**config.mk**
```make
export PLATFORM = sky130hd
export DESIGN_NAME = tea_round_cell
export DESIGN_NICKNAME = d
export VERILOG_FILES = /design/src/hdl/tea_pkg.sv /design/src/hdl/tea_round_cell.sv
export SDC_FILE = /design/constraint.sdc
export NUM_CORES = 1
export LEC_CHECK = 0
export ABC_AREA = 1
export ABC_CLOCK_PERIOD_IN_PS = 1830
export BUFFER_PORTS_ARGS = -buffer_cell sky130_fd_sc_hd__buf_2
export CAP_MARGIN = 20
export CORE_MARGIN = 4
export CORE_UTILIZATION = 63
export DETAILED_ROUTE_END_ITERATION = 6
export PLACE_DENSITY_LB_ADDON = 0.25
export SLEW_MARGIN = 20
export SYNTH_ARGS = -nofsm -noshare
export SYNTH_HDL_FRONTEND = slang
export SYNTH_SLANG_ARGS = --single-unit
```
**constraint.sdc**
```tcl
create_clock -name clk -period 1.83 [get_ports clk]
set_input_delay 0.0915 -clock clk [delete_from_list [all_inputs] [get_ports clk]]
set_output_delay 0.0915 -clock clk [all_outputs]
set_load 0.01 [all_outputs]
```
**src/hdl/tea_pkg.sv**
```systemverilog
// ----------------------------------------------------------------------------
// TEA package
// Shared types and constants for the pipelined TEA block cipher.
// ----------------------------------------------------------------------------
package tea_pkg;

	// Golden-ratio round constant
	localparam logic [31:0] TEA_DELTA = 32'h9e37_79b9;

	// Operation codes
	localparam logic OP_ENCRYPT = 1'b0;
	localparam logic OP_DECRYPT = 1'b1;

	// Key register indexes
	localparam logic [1:0] KEY_IDX_0 = 2'd0;
	localparam logic [1:0] KEY_IDX_1 = 2'd1;
	localparam logic [1:0] KEY_IDX_2 = 2'd2;
	localparam logic [1:0] KEY_IDX_3 = 2'd3;

	// Input transaction: opcode and 64-bit block
	typedef struct packed {
		logic        opcode;
		logic [31:0] block_word_0;
		logic [31:0] block_word_1;
	} in_item_t;

	// Output transaction: transformed block
	typedef struct packed {
		logic [31:0] result_word_0;
		logic [31:0] result_word_1;
	} out_item_t;

	// 128-bit key as four words
	typedef struct packed {
		logic [31:0] k0;
		logic [31:0] k1;
		logic [31:0] k2;
		logic [31:0] k3;
	} tea_key_t;

endpackage

```
**src/hdl/tea_round_cell.sv**
```systemverilog
// ----------------------------------------------------------------------------
// TEA half-round cell
// One Feistel half-round: updates one block word from the other, encrypt or
// decrypt according to the opcode carried with the block.
// ----------------------------------------------------------------------------
module tea_round_cell #(
	parameter logic [31:0] SUM_ENC    = 32'h9e37_79b9,
	parameter logic [31:0] SUM_DEC    = 32'h9e37_79b9,
	parameter bit          FIRST_HALF = 1'b1
) (
	input  logic              clk,
	input  logic              arst_n,
	input  logic              advance,
	input  logic              valid_in,
	input  tea_pkg::in_item_t data_in,
	input  tea_pkg::tea_key_t key,
	output logic              valid,
	output tea_pkg::in_item_t data
);

	logic              valid_q;
	tea_pkg::in_item_t data_q;
	tea_pkg::in_item_t data_nxt;
	logic              is_enc;
	logic              upd_w0;
	logic [31:0]       x;
	logic [31:0]       tgt;
	logic [31:0]       ka;
	logic [31:0]       kb;
	logic [31:0]       sum;
	logic [31:0]       mix;
	logic [31:0]       upd;

	// Select source word, target word, keys and sum for this half-round
	always_comb begin
		is_enc = (data_in.opcode == tea_pkg::OP_ENCRYPT);
		upd_w0 = is_enc ? FIRST_HALF : !FIRST_HALF;
		x      = upd_w0 ? data_in.block_word_1 : data_in.block_word_0;
		tgt    = upd_w0 ? data_in.block_word_0 : data_in.block_word_1;
		ka     = upd_w0 ? key.k0 : key.k2;
		kb     = upd_w0 ? key.k1 : key.k3;
		sum    = is_enc ? SUM_ENC : SUM_DEC;
	end

	// Mix and fold into the target word
	always_comb begin
		mix = ((x << 4) + ka) ^ (x + sum) ^ ((x >> 5) + kb);
		upd = is_enc ? (tgt + mix) : (tgt - mix);
		data_nxt              = data_in;
		data_nxt.block_word_0 = upd_w0 ? upd : data_in.block_word_0;
		data_nxt.block_word_1 = upd_w0 ? data_in.block_word_1 : upd;
	end

	// Valid bit of the stage
	always_ff @(posedge clk or negedge arst_n) begin
		if (!arst_n) begin
			valid_q <= 1'b0;
		end else if (advance) begin
			valid_q <= valid_in;
		end
	end

	// Block data of the stage
	always_ff @(posedge clk) begin
		if (advance) begin
			data_q <= data_nxt;
		end
	end

	assign valid = valid_q;
	assign data  = data_q;

endmodule

```
==> metrics.csv, run 1 <==
metric,value,unit
die width,153.3,microns
number of distinct library cells after synthesis,56,
status,stopped before the end,
Post-synth top cells,"nand2_1 (1042), inv_1 (316), nand3_1 (186)",
YS warnings,0,
area share of the largest cell type after synthesis,0.2942,
Post-synth EDFFs,65,
number of setup buffers added after CTS,69,
FP Rows,52,
total CTS buffers,9,
CTS root buffer,clkbuf_16,
Failed at,4_1_cts,
Syn Nets,2705,
asr flop ratio synth,0.01515,
GP Congestion,1.213,
port bufs,262,
Inst Count DP,3368,
"flops & latches, synth",66,
initial core utilization,0.6487,
sequential-to-total area share from yosys stat,0.1487,
die height,153.3,microns
total I/O pin count,263,
Post-synth top flop,edfxtp_1,
"top cells by area, synth","nand2_1 (29%), edfxtp_1 (15%), inv_1 (8.9%), ha_1 (8.2%), nand3_1 (7.0%)",
placed cell area,0.01840,sq mm
# resized after CTS,326,
cell area after synthesis,0.01330,sq mm
cell count after synthesis,2418,
clock buffer depth,2,
H-tree lvl count,3,
Yosys top cell by area,nand2_1,
most frequent cell after synthesis,nand2_1,
Mean Syn Cell Area,5.498,sq um
Final HPWL DP,49750,microns
Sink Count,66,
CTS Hold Bufs,2,
stop err,"[ERROR DPL-0038] Utilization greater than 100%, impossible to legalize",
stage by stage:
| step | setup TNS [ns] | setup WS (ns) | hold slack, ns | util |
|---|---|---|---|---|
| detailed placement | -176.69 | -3.832 | -0.1331 | 0.8979 |
| global placement | -155.26 | -3.336 | -0.1346 | 0.8979 |
| floorplan | -154.66 | -3.168 | -0.2041 | - |
cell families after synthesis:
logic type	synth area share
DFF	0.1487
AOI/OAI and AO/OA	0.1019
xor gates and xnor gates	0.05976
adders and majority gates	0.08639
buffers and inverters	0.1126
muxes	0.003106
and+or+nand+nor	0.4875
==> run 2, diff against run 1 <==
Settings changed: CORE_UTILIZATION 63 to 40, PLACE_DENSITY_LB_ADDON 0.25 to 0.15.
==> metrics.csv, run 2 <==
metric,value,unit
sequential-to-total area share from yosys stat,0.1487,
Final WS setup,-2.956,ns
Mean Syn Cell Area,5.498,sq um
crit-path max FO,8,
Worst setup EP type,flop,
area share of the largest cell type after synthesis,0.2942,
status,"finished, violations left",
r2r startpoint,valid$_DFFE_PN0P_,
FP Rows,66,
total I/O pin count,263,
"flops & latches, synth",66,
fin. max-slew vios,0,
max FFs per register,65,
DR WL/cell,17.43,microns
first-pass GRT wire length,91500,microns
ANT nets after route,0,
MaxCap Viol Count,0,
post-route setup TNS,-146.25,ns
Sink Count,66,
largest net degree at the start of global routing,36,
number of distinct library cells after synthesis,56,
worst min path class,in2async,
fin nets,3521,
R2R depth,1,
failing checks,negative setup slack,
worst r2r dst,valid$_DFFE_PN0P_,
non-filler instance count after layout,3681,
initial core utilization,0.4066,
GR Overflow Total,0,
Switch Pwr,11.04,mW
min Tclk post-route,4.786,ns
Post-synth top cells,"nand2_1 (1042), inv_1 (316), nand3_1 (186)",
Clock power frac,0.085,
register area,0.001977,sq mm
Fill cells,2712,
Internal,12.41,mW
Detailed Route Iter0 Violations,1395,
Yosys top cell by area,nand2_1,
total CTS buffers,9,
crit-path most repeated cell,nand2_2,
YS warnings,0,
Post-synth top flop,edfxtp_1,
asr flop ratio synth,0.01515,
vias per std cell,5.193,
Inst Count DP,3592,
fmax,0.2090,GHz
Hold Worst Slack,0.05435,ns
1st-pass router iterations,6,
cell count after synthesis,2418,
via count,19115,
Clock Latency Late Sink,0.34,ns
Multi-input gate area,0.01242,sq mm
most frequent cell after synthesis,nand2_1,
Post-synth EDFFs,65,
P_leak,12.24,nW
port bufs,262,
peak supply drop,0.7590,mV
Crit Path Class,in2reg,
most frequent cells in the layout,"nand2_1 (918), buf_4 (515), inv_1 (296)",
Worst-path clk slew,0.06,ns
"Hold Vio Cnt, Final",0,
H-tree lvl count,3,
Post-Route WL,64160,microns
"top cells by area, synth","nand2_1 (29%), edfxtp_1 (15%), inv_1 (8.9%), ha_1 (8.2%), nand3_1 (7.0%)",
proportion of layout cells with a drive suffix above 1,0.4227,
Tot GR Track Use,0.3198,
CP required,1.91,ns
Comb pwr share,0.814,
CP Data Arrival Time,4.87,ns
DRC viols,0,
TritonCTS clock tree,done,
sequential share of power,0.101,
core area,0.03270,sq mm
flop-to-flop setup slack,1.10,ns
die height,190.3,microns
cell area after synthesis,0.01330,sq mm
clock buffer depth,2,
# setup viols final,62,
initial antenna violation count,0,
GP Congestion,0.9929,
slowest CP cell,fa_2,
"most common cell after layout, fill and taps aside",nand2_1,
Cell Pwr Density,1029,mW/mm^2
Sw Share,0.4708,
RSZ-0062 raised after global routing,true,
Final Util,0.6970,
Crit path largest cell delay,0.54,ns
full die area,0.03622,sq mm
worst-margin pin slew,0.5673,ns
crit start category,input pin,
Slew headroom,0.6218,
Final Cycle Share,2.615,
Syn-to-layout area delta,71.43,%
vias in the first global route,18020,
n_diodes,0,
Post-Route Skew,0,ns
CTS root buffer,clkbuf_16,
die width,190.3,microns
Syn Nets,2705,
Final HPWL DP,49330,microns
## run 2: cell counts after synthesis
Identical to the previous run, type by type.
## run 2: stage by stage
stage,cell area [sq um],setup WS [ns],power [mW]
6_report,22790,-2.956,23.45
3_3_place_gp,19020,-3.694,15.46
5_1_grt,22790,-3.130,24.78
2_1_floorplan,13510,-3.168,9.658
4_1_cts,21560,-2.733,20.42
3_5_place_dp,19020,-3.809,15.68
## run 2: kinds of logic (layout without fill, tap and decap cells)
logic type,count (synthesis),in the layout,synth area share
multiplexers,4,4,0.003106
flip-flops,66,66,0.1487
XOR/XNOR,89,89,0.05976
AND/OR/NAND/NOR,1550,1550,0.4875
adder cells (fa/ha/maj),90,90,0.08639
buffers and inverters,374,1195,0.1126
AO/OA/AOI/OAI,245,245,0.1019
## run 2: critical path: cells and delay by family
family / cells / cell delay (ns)
and+or+nand+nor: 15 / 1.64
adders and majority gates: 4 / 1.17
AOI/OAI and AO/OA: 6 / 0.86
buffers and inverters: 6 / 0.65
xor gates and xnor gates: 2 / 0.42
## run 2: timing repair
action	4_1_cts	5_1_grt
pin swaps	110	115
resized for setup	373	236
endpoints found under the setup margin	62	62
setup buffers	43	33
endpoints found under the hold margin	2	0
hold buffers	2	0
cloned	8	0
## run 2: cell type report
class | count | share of cell area
tap | 442 | 0.02426
multi-input combinational | 1978 | 0.5450
timing repair inverter | 2 | 0.001208
clock buffer | 10 | 0.01005
inverter | 331 | 0.05556
sequential | 66 | 0.08674
timing repair buffer | 846 | 0.2722
clock inverter | 6 | 0.005050
## run 2: routing by layer
metal	vias to the layer above	GRT usage	share of wire
li1	9290	-	-
met1	8795	0.4111	0.42
met2	847	0.5565	0.46
met3	183	0.03460	0.072
met4	0	0.1130	0.044
met5	-	0	0
## run 2: worst max path at each step
stage / startpoint / end / slack [ns] / cells past startpoint
after floorplan: data_in[64] / data[31]$_DFFE_PP_ / -3.17 / 41
after global placement: data_in[64] / data[63]$_DFFE_PP_ / -3.69 / 38
after detailed placement: data_in[64] / data[31]$_DFFE_PP_ / -3.81 / 38
after CTS: data_in[64] / data[31]$_DFFE_PP_ / -2.73 / 37
after global routing: data_in[64] / data[29]$_DFFE_PP_ / -3.13 / 33
final: data_in[64] / data[27]$_DFFE_PP_ / -2.96 / 33
## run 2: power by group through the flow
stage	logic (mW)	clock network (mW)	registers [mW]
after floorplan	7.00	0	2.66
after global placement	13.1	0	2.39
after detailed placement	13.3	0	2.40
after CTS	16.0	2.01	2.37
after global routing	20.3	2.08	2.40
final	19.1	2.00	2.37
(Power assumes the default switching activity.)
==> run 3, diff against run 2 <==
Settings changed: CORE_UTILIZATION 40 to 55.
==> metrics.csv, run 3 <==
metric,value,unit
"flops & latches, synth",66,
asr flop ratio synth,0.01515,
initial core utilization,0.5631,
Synth Area in Compound Gates,0.1019,
largest family of logic cells by synthesized area,simple AND/OR/NAND/NOR gates,
die width,163.5,microns
clock buffer depth,2,
Post-synth EDFFs,65,
die height,163.5,microns
most frequent cell after synthesis,nand2_1,
Post-synth top flop,edfxtp_1,
GP Congestion,1.078,
Sink Count,66,
CTS root buffer,clkbuf_16,
Tot GR Track Use,0.7143,
mux cell area share after synthesis,0.003106,
GR Overflow Total,2,
H-tree lvl count,3,
sequential-to-total area share from yosys stat,0.1487,
Post-synth top cells,"nand2_1 (1042), inv_1 (316), nand3_1 (186)",
cell count after synthesis,2418,
Final HPWL DP,48170,microns
placed cell area,0.01861,sq mm
FP Rows,56,
port bufs,262,
stop err,[ERROR GRT-0116] Global routing finished with congestion. Check the congestion regions in the DRC Viewer.,
cell area after synthesis,0.01330,sq mm
Synth Area in Adders,0.08639,
area share of the largest cell type after synthesis,0.2942,
total CTS buffers,9,
Synth Area in Simple Gates,0.4875,
Mean Syn Cell Area,5.498,sq um
status,stopped before the end,
Yosys top cell by area,nand2_1,
Post-Synth XOR/XNOR Area,0.05976,
total I/O pin count,263,
Failed at,5_1_grt,
YS warnings,0,
"top cells by area, synth","nand2_1 (29%), edfxtp_1 (15%), inv_1 (8.9%), ha_1 (8.2%), nand3_1 (7.0%)",
first-pass GRT wire length,144800,microns
vias in the first global route,24438,
Syn Nets,2705,
number of distinct library cells after synthesis,56,
worst slack at placement,-3.538,ns
largest net degree at the start of global routing,67,
==> run 3: per-layer routing <==
layer  GRT usage  overflow
met2      0.8711         0
met3      0.5756         0
met4      0.6634         2
met5      0.4678         0
met1      0.7117         0
==> run 3: kinds of logic after synthesis <==
logic type,after synthesis
compound gates,245
xor+xnor,89
fa+ha+maj,90
buf+inv,374
flops,66
mux,4
simple gates,1550
==> run 3: what timing repair did <==
item / CTS
gates resized for setup: 399
gates cloned: 5
pin swaps: 72
hold buffers: 2
hold endpoints to repair: 2
setup buffers: 43
setup endpoints to repair: 62
==> run 3: stage by stage <==
stage	util	cells
2_1_floorplan	-	2418
3_3_place_gp	0.7883	3437
3_5_place_dp	0.7883	3437
4_1_cts	0.8974	3502
